$ cat src/hdl/pclu_pkg.sv
// Shared types and constants for the palette fade color lookup unit.
// No dependencies; every other file imports this package.

package pclu_pkg;

    localparam int CHAN_W     = 8;
    localparam int FACTOR_W   = 9;
    localparam int CFG_IDX_W  = 1;
    localparam int CFG_DATA_W = 9;
    localparam int S_TDATA_W  = 32;
    localparam int M_TDATA_W  = 120;

    localparam logic [FACTOR_W-1:0] FADE_FACTOR_RST = 9'd256;
    localparam logic [FACTOR_W-1:0] FADE_LIMIT_RST  = 9'd256;
    localparam logic [15:0]         QUARTER_MASK    = 16'h39e7;
    localparam logic [15:0]         PAIR_MASK       = 16'h1863;
    localparam logic [7:0]          ALPHA_OPAQUE    = 8'hff;

    typedef enum logic {
        MODE_WRITE  = 1'b0,
        MODE_LOOKUP = 1'b1
    } mode_t;

    typedef enum logic [CFG_IDX_W-1:0] {
        CFG_FADE_FACTOR = 1'b0,
        CFG_FADE_LIMIT  = 1'b1
    } cfg_reg_t;

    // Red sits in the lowest byte.
    typedef struct packed {
        logic [CHAN_W-1:0] blue;
        logic [CHAN_W-1:0] green;
        logic [CHAN_W-1:0] red;
    } rgb_t;

    // The last field sits in the lowest bits.
    typedef struct packed {
        logic [5:0]  blue_six;
        logic [5:0]  green_six;
        logic [5:0]  red_six;
        logic [31:0] interp_pair;
        logic [15:0] quarter_word;
        logic [15:0] rgb565_word;
        logic [31:0] rgba_word;
    } result_t;

    localparam int RESULT_W = $bits(result_t);

endpackage

$ cat src/hdl/pclu_fade.sv
// Brightness scaling of one color on palette write, with saturation.
// Depends on pclu_pkg.

module pclu_fade (
    input  pclu_pkg::rgb_t                      color_in,
    input  logic [pclu_pkg::FACTOR_W-1:0]       fade_factor,
    output pclu_pkg::rgb_t                      color_out
);
    import pclu_pkg::*;

    localparam int PROD_W = CHAN_W + FACTOR_W;

    function automatic logic [CHAN_W-1:0] scale_chan(input logic [CHAN_W-1:0] c,
                                                     input logic [FACTOR_W-1:0] f);
        logic [PROD_W-1:0] prod;
        prod = PROD_W'(c) * PROD_W'(f);
        if (prod[PROD_W-1]) begin
            return '1;
        end
        return prod[PROD_W-2:CHAN_W];
    endfunction

    always_comb begin
        color_out.red   = scale_chan(color_in.red,   fade_factor);
        color_out.green = scale_chan(color_in.green, fade_factor);
        color_out.blue  = scale_chan(color_in.blue,  fade_factor);
    end

endmodule

$ cat config.mk
export PLATFORM = sky130hd
export DESIGN_NAME = pclu_fade
export DESIGN_NICKNAME = d
export VERILOG_FILES = /design/src/hdl/pclu_pkg.sv /design/src/hdl/pclu_fade.sv
export SDC_FILE = /design/constraint.sdc
export NUM_CORES = 1
export LEC_CHECK = 0
export BUFFER_PORTS_ARGS = -buffer_cell sky130_fd_sc_hd__buf_2
export CORE_ASPECT_RATIO = 1.4
export CORE_MARGIN = 2
export CORE_UTILIZATION = 60
export DETAILED_ROUTE_END_ITERATION = 10
export MAX_ROUTING_LAYER = met4
export PLACE_DENSITY = 0.9
export SLEW_MARGIN = 5
export SYNTH_ARGS = -nofsm -noshare
export SYNTH_HDL_FRONTEND = slang
export SYNTH_SLANG_ARGS = --single-unit
$ cat constraint.sdc
create_clock -name vclk -period 7.22
set_input_delay 0.722 -clock vclk [all_inputs]
set_output_delay 0.722 -clock vclk [all_outputs]
set_load 0.02 [all_outputs]
==> results of run 1 <==
==> worst paths after layout <==
kind | from | to | slack (ns) | cells past startpoint
max | fade_factor[5] | color_out[12] | 1.12 | 15
min | color_in[9] | color_out[8] | 2.34 | 8
==> layout by cell type, fill, tap and decap left out, types with 2 or more instances in the layout <==
cell type,n
a2111oi_0,2
a211oi_1,3
a21o_1,8
a21oi_1,15
a31oi_1,6
and2_1,169
and2_2,7
and4_1,2
buf_2,57
fa_1,123
ha_1,102
inv_1,131
mux2i_1,2
nand2_1,50
nand2b_1,6
nand3_1,5
nand4_1,7
nor2_1,11
nor3_1,5
nor3b_1,3
o2111ai_1,2
o211ai_1,5
o21a_1,7
o21ai_0,15
o21ai_1,2
o21bai_1,2
or2_2,4
or3_1,4
xnor2_1,9
xor2_1,8
==> routing by layer <==
metal	part of all wire	track usage	up-vias
li1	-	-	2429
met1	0.40	0.3097	2613
met2	0.54	0.4646	123
met3	0.034	0.006467	29
met4	0.021	0.07024	0
met5	0	-	-
==> power by group <==
part	switching, W	internal, W	total, W	leakage (nW)
clock network	0	0	0	0
logic	0.00109	0.000740	0.00183	3.74
registers	0	0	0	0
==> cell type report <==
class | count | area share
well taps | 141 | 0.02530
multi-input cells | 596 | 0.8633
inverters | 131 | 0.07051
repair buffers | 57 | 0.04090
==> through the flow <==
stage	util	cells	area, um2
after floorplan	-	745	6580
final	0.6485	925	6974
after global routing	0.6485	925	6974
after detailed placement	0.6485	925	6974
after global placement	0.6485	925	6974
after CTS	0.6485	925	6974
==> kinds of logic (layout without fill, tap and decap cells) <==
kind of cell | after synthesis | count (layout) | share of synthesized area
and+or+nand+nor | 276 | 276 | 0.2411
adders and majority gates | 225 | 225 | 0.5682
buffers and inverters | 149 | 188 | 0.08500
AOI/OAI and AO/OA | 76 | 76 | 0.08006
xor gates and xnor gates | 17 | 17 | 0.02263
muxes | 2 | 2 | 0.003043
==> impl_metrics.toml, run 1 <==
[outcome]
status = "complete, no violations"

[final_layout]
sequential_cell_area_um2 = 0
flow.area_growth_from_synthesis_pct = 5.990
nNetsFinal = 1044
numSequentialCells = 0
multi_input_gate_area_in_the_final_layout_um2 = 6021
clock_buffers = 0
layout-drive-gt1-share = 0.09184
fillerInstances = 873
antenna-diode-count = 0

[timing]
post-route-period-util = 0.8453
finalMaxSlewViolations = 0
worst_pin_slew_ns = 0.5278
slack_of_the_critical_path_ns = 1.117
finalHoldViolations = 0
holdWs_ns = 2.337
timing.final.setup_violations = 0
timing.fmax_mhz = 163.9
timing.slew.headroom = 0.6456
layout_min_cycle_time_ns = 6.103
setup_total_negative_slack_ns = 0
unrepaired_setup_endpoints_after_global_routing = "false"

[grt]
grt_pass1_wl_mm = 24.41
globalRoute.totalOverflow = 0
grt_antenna_before_repair = 0
grt_max_degree = 25
first_global_vias = 5565
grt_usage = 0.2545

[logic_synthesis]
synth.lib_cells_used.distinct = 42
yosysTopAreaCell = "fa_1"
synth.yosys.warnings = 0
post-synth-top-count-cell = "and2_1"
synthDominantCellAreaShare = 0.3742
synth.cell_area_um2 = 6580
seq_area_frac_synth = 0
top_post_synthesis_cells_by_count = "169 x and2_1, 131 x inv_1, 123 x fa_1"
postSynthCellCount = 745
synthTopCellsByArea = "fa_1 37%, ha_1 19%, and2_1 16%, inv_1 7.5%, nand2_1 2.9%"
synth.avg_cell_area_um2 = 8.832
synthesis.nets = 1003

[worst_setup_path]
total_buffers_and_inverters_traversed_by_the_critical_path = 3
timing.critical_path.fanout_max = 24
setup.worst_path.start_class = "input pin"
cell_chain_of_the_critical_path = "buf_2 -> nand2_1 -> fa_1 -> fa_1 -> inv_1 -> fa_1 -> fa_1 -> ha_1 -> a21o_1 -> a211oi_1 -> nor3b_1 -> o31ai_1 -> xnor2_1 -> o21ai_0 -> buf_2"
slowest_stage_cell_on_the_critical_path = "fa_1"
path_class = "in2out"
setup.worst_path.end_class = "primary output"
critical_path.top_delay_family = "adder cells"
timing.critical_path.mode_cell = "fa_1"
timing.critical_path.required_ns = 6.50
worst_ep_arrival_time_ns = 5.38
worst_path_largest_cell_delay_ns = 0.55

[die]
dieWidth_um = 92.51
floorplan.die_area_um2 = 11830
floorplan.initialDensity = 0.6119
coreArea_um2 = 10750
die_height_um = 127.9
io-pin-count = 57
placementRows = 45

[routing]
routed_wl_mm = 13.48
drt-initial-drc-count = 189
drt_pre_antenna_iters = 4
ant_nets_after_route = 0
via_per_inst = 5.615
routed-via-count = 5194
routed_wire_length_per_instance_um = 14.57
drc = 0

[worst_hold_path]
hold_wc_path_type = "in2out"

[cts]
cts.hold.buffers_added = 0
post_cts.repair.setup_buffers = 0
postCtsResizedCells = 0

[power_and_ir_drop]
peakVddDrop_v = 0.0004586
cellLeakagePower_nw = 3.739
power-per-cell-area_nw_per_um2 = 262.5
power_w = 0.001831

[placed_design]
place_hpwl_mm = 11.28
placement.setup.worst_slack_ns = 1.152
gp_congestion = 0.9422
count_of_buffers_inserted_at_the_top_level_ports = 57

[run]
maxCapViolCount = 0
No activity file was read; power rests on OpenSTA's default activity.
==> inputs of run 2 (changes only) <==
- CORE_UTILIZATION: 60 -> 58
- PLACE_DENSITY: 0.9 -> 0.91
- clock period: 7.22 -> 5.4 ns (I/O delays scaled with it)
==> impl_metrics.toml, run 2 (synthesized netlist as in run 1, its figures left out) <==
[power_and_ir_drop]
peakVddDrop_v = 0.0005216
power-per-cell-area_nw_per_um2 = 369.4
cellLeakagePower_nw = 4.015

[final_layout]
flow.area_growth_from_synthesis_pct = 15.84
sequential_cell_area_um2 = 0
nNetsFinal = 1086
clock_buffers = 0
numSequentialCells = 0
final_common_cell = "and2_1"
stdcell_count = 970
layout-drive-gt1-share = 0.1780
most-common-layout-cells = "158 x and2_1, 128 x inv_1, 120 x fa_1"
antenna-diode-count = 0
fin_util = 0.6792

[outcome]
status = "complete, no violations"

[routing]
routed_wire_length_per_instance_um = 15.82
drc = 0
routedLengthMet1_mm = 6.028
met2_routed_wl_mm = 8.159
detailroute.wirelength.met3_um = 580
routed_wl_mm = 15.35
dr.max_layer_used = "met4"
ant_nets_after_route = 0
drt_pre_antenna_iters = 5
drt-initial-drc-count = 307
via_per_inst = 5.598
routed-via-count = 5430

[worst_setup_path]
timing.critical_path.required_ns = 4.86
worst_ep_arrival_time_ns = 4.85
setup.worst_path.end_class = "primary output"
timing.critical_path.fanout_max = 9
path_class = "in2out"
setup.worst_path.start_class = "input pin"

[grt]
first_global_vias = 5508
grt_max_degree = 23
grt_antenna_before_repair = 0
grt_usage = 0.2477
grt_pass1_wl_mm = 24.23
globalRoute.totalOverflow = 0

[die]
floorplan.initialDensity = 0.5863
floorplan.die_area_um2 = 12230
placementRows = 46
io-pin-count = 57
coreArea_um2 = 11220
die_height_um = 130.0
dieWidth_um = 94.02

[timing]
timing.slew.headroom = 0.6238
unrepaired_setup_endpoints_after_global_routing = "true"
layout_min_cycle_time_ns = 5.386
timing.final.setup_violations = 0
finalHoldViolations = 0
worst_pin_slew_ns = 0.5624
finalMaxSlewViolations = 0
timing.fmax_mhz = 185.7
post-route-period-util = 0.9974

[placed_design]
placed_cells = 968
count_of_buffers_inserted_at_the_top_level_ports = 57
place_hpwl_mm = 12.01
gp_congestion = 0.8552

[worst_hold_path]
hold_wc_path_type = "in2out"
number_of_cells_traversed_by_the_worst_hold_path = 7

[run]
maxCapViolCount = 0
run 2: changes by cell type in the layout (fill, tap and decap cells not counted), moves of 5 or more:
cell    change
and2_1     -11
and2_4     +11
ha_1        -5
buf_4      +45
buf_2      -21
buf_6       +9
run 2: path summary, 6_finish.rpt:
kind / from / end / slack, ns
setup / recovery: color_in[4] / color_out[2] / 0.01
hold / removal: fade_factor[1] / color_out[18] / 1.96
run 2: final cells by class:
class | instances | area, um2
Inverter | 131 | 491.7
Tap cell | 144 | 180.2
Multi-Input combinational cell | 596 | 6186
Timing Repair Buffer | 99 | 764.5
Fill cell | 804 | 3601
run 2: power by group:
part	internal (W)	switching, W
registers	0	0
clock network	0	0
logic	0.00121	0.00160
total	0.00121	0.00160
run 2: metrics by stage:
stage | hold WS, ns | worst slack, ns | cell area, um2 | total power (W) | setup TNS [ns]
CTS | 1.991 | 0.007086 | 7311 | 0.002605 | 0
finish | 1.965 | 0.01403 | 7622 | 0.002816 | 0
floorplan | 1.650 | 0.1627 | 6580 | 0.001834 | 0
global route | 2.016 | -0.09220 | 7622 | 0.003115 | -0.6710
global placement | 1.972 | 0.01370 | 7278 | 0.002492 | 0
detailed placement | 1.983 | -0.06856 | 7278 | 0.002568 | -0.5035
run 2: repair_timing:
| action | CTS | global route |
|---|---|---|
| cloned | 0 | 1 |
| hold endpoints to repair | 0 | 0 |
| pin swaps | 2 | 35 |
| hold buffers | 0 | 0 |
| buffers inserted | 0 | 1 |
| endpoints found under the setup margin | 16 | 24 |
| gates resized for setup | 8 | 89 |
run 2: metal layers:
metal / track usage / vias to the layer above
met5: - / -
met4: 0.04774 / 0
met3: 0.008083 / 63
met2: 0.4571 / 187
met1: 0.3051 / 2659
li1: - / 2521
run 2: worst max-delay path, cell delays in order:
cell	delay, ns
clkbuf_4	0.18
and2_4	0.18
fa_1	0.56
fa_1	0.44
fa_1	0.50
inv_1	0.05
fa_1	0.48
inv_1	0.05
ha_1	0.34
nand4_1	0.15
or3_4	0.43
a21o_1	0.21
a311oi_4	0.35
buf_4	0.20
nand2_1	0.04
buf_2	0.15
==> inputs of run 3 (changes only) <==
==> constraint.sdc (replaced) <==
create_clock -name vclk -period 5.4
set_input_delay 0.54 -clock vclk [all_inputs]
set_output_delay 0.54 -clock vclk [all_outputs]
set_load 0.05 [all_outputs]
==> impl_metrics.toml, run 3 (synthesized netlist as in run 1, its figures left out) <==
[routing]
detailroute.wirelength.met3_mm = 1.063
ant_nets_after_route = 0
routedLengthMet1_mm = 6.100
drc = 0
routed_wl_mm = 16.97
routed-via-count = 5749
via_per_inst = 5.825
dr.max_layer_used = "met4"
met2_routed_wl_mm = 9.091
drt_pre_antenna_iters = 5
drt-initial-drc-count = 409
routed_wire_length_per_instance_um = 17.19

[timing]
worst_pin_slew_ns = 0.5561
timing.fmax_mhz = 184.6
timing.slew.headroom = 0.6266
finalMaxSlewViolations = 0
finalHoldViolations = 0
timing.final.setup_violations = 4
setup_total_negative_slack_ns = -0.03035
holdWs_ns = 2.039
slack_of_the_critical_path_ns = -0.01606
unrepaired_setup_endpoints_after_global_routing = "true"
post-route-period-util = 1.003
layout_min_cycle_time_ns = 5.416

[power_and_ir_drop]
combinationalPowerShare = 1.000
peakVddDrop_v = 0.0008391
internal-power_w = 0.001561
power.switching_fraction = 0.6007
cellLeakagePower_nw = 4.173
power_frac_seq = 0
switchingPower_w = 0.002348
power-per-cell-area_nw_per_um2 = 491.6
power_w = 0.003910
clkPwrFrac = 0

[run]
maxCapViolCount = 0

[die]
floorplan.initialDensity = 0.5863
dieWidth_um = 94.02
floorplan.die_area_um2 = 12230
placementRows = 46
die_height_um = 130.0
io-pin-count = 57
coreArea_um2 = 11220

[final_layout]
layout-drive-gt1-share = 0.2135
fillerInstances = 693
most-common-layout-cells = "151 x and2_1, 128 x inv_1, 120 x fa_1"
nNetsFinal = 1103
flow.area_growth_from_synthesis_pct = 20.86
clock_buffers = 0
final_common_cell = "and2_1"
numSequentialCells = 0
multi_input_gate_area_in_the_final_layout_um2 = 6290
antenna-diode-count = 0
sequential_cell_area_um2 = 0

[grt]
grt_max_degree = 18
grt_pass1_wl_mm = 25.47
grt_antenna_before_repair = 0
first_global_vias = 5780
globalRoute.totalOverflow = 0
grt_usage = 0.2624

[outcome]
status = "finished with violations"
violated_checks = "negative setup slack"

[worst_setup_path]
setup.worst_path.end_class = "primary output"
worst_path_largest_cell_delay_ns = 0.55
setup.worst_path.start_class = "input pin"
path_class = "in2out"
total_buffers_and_inverters_traversed_by_the_critical_path = 7
cell_chain_of_the_critical_path = "buf_12 -> buf_4 -> nand2_1 -> fa_1 -> inv_2 -> fa_2 -> fa_1 -> inv_2 -> fa_1 -> inv_2 -> ha_4 -> nand4_1 -> or3_4 -> a21o_1 -> a311oi_4 -> buf_6 -> nand2_2 -> buf_6"
timing.critical_path.fanout_max = 7
critical_path.top_delay_family = "adder cells"
slowest_stage_cell_on_the_critical_path = "fa_1"
worst_ep_arrival_time_ns = 4.88
timing.critical_path.required_ns = 4.86

[worst_hold_path]
number_of_cells_traversed_by_the_worst_hold_path = 7
hold_wc_path_type = "in2out"
hold_path.startpoint = "color_in[16]"
whs_endpoint = "color_out[18]"

[cts]
cts.hold.buffers_added = 0

[placed_design]
place_hpwl_mm = 12.74
count_of_buffers_inserted_at_the_top_level_ports = 57
gp_congestion = 0.8551
## run 3: cell count changes in the layout (fill, tap and decap cells not counted), sizes merged
cell,delta
buf,+17
## run 3: routing by layer
layer | vias up | global-route usage
li1 | 2547 | -
met1 | 2854 | 0.3123
met2 | 269 | 0.4866
met3 | 79 | 0.008083
met4 | 0 | 0.07076
met5 | - | -
## run 3: repair_timing
action                                  CTS  global route
pin swaps                                10            38
buffers inserted                          0             5
cloned                                    0             2
endpoints found under the setup margin   22            24
resized for setup                        29           128
## run 3: worst max path at each step
| stage | start | to | slack (ns) | cells after the start |
|---|---|---|---|---|
| after detailed placement | fade_factor[7] | color_out[22] | -0.17 | 17 |
| after global routing | color_in[2] | color_out[7] | -0.16 | 16 |
| after floorplan | fade_factor[0] | color_out[3] | -0.11 | 16 |
| final | fade_factor[1] | color_out[1] | -0.02 | 18 |
| after global placement | fade_factor[7] | color_out[22] | -0.12 | 17 |
| after CTS | color_in[2] | color_out[0] | 0.002 | 16 |
## run 3: layout make-up
class / instances / share of cell area
multi-input combinational: 596 / 0.7909
inverter: 131 / 0.06183
timing repair buffer: 116 / 0.1246
tap: 144 / 0.02266
## run 3: power by group through the flow
stage | sequential (W) | clock, W | combinational, W
3_5_place_dp | 0 | 0 | 0.00326
6_report | 0 | 0 | 0.00391
4_1_cts | 0 | 0 | 0.00337
5_1_grt | 0 | 0 | 0.00422
3_3_place_gp | 0 | 0 | 0.00317
2_1_floorplan | 0 | 0 | 0.00246
## run 3: per-stage QoR
stage | util | worst slack [ns] | std cells | cell area, um2
CTS | 0.6672 | 0.002388 | 981 | 7488
floorplan | - | -0.1092 | 745 | 6586
global placement | 0.6577 | -0.1209 | 981 | 7382
detailed placement | 0.6577 | -0.1700 | 981 | 7382
finish | 0.7086 | -0.01606 | 987 | 7953
global route | 0.7086 | -0.1601 | 987 | 7953
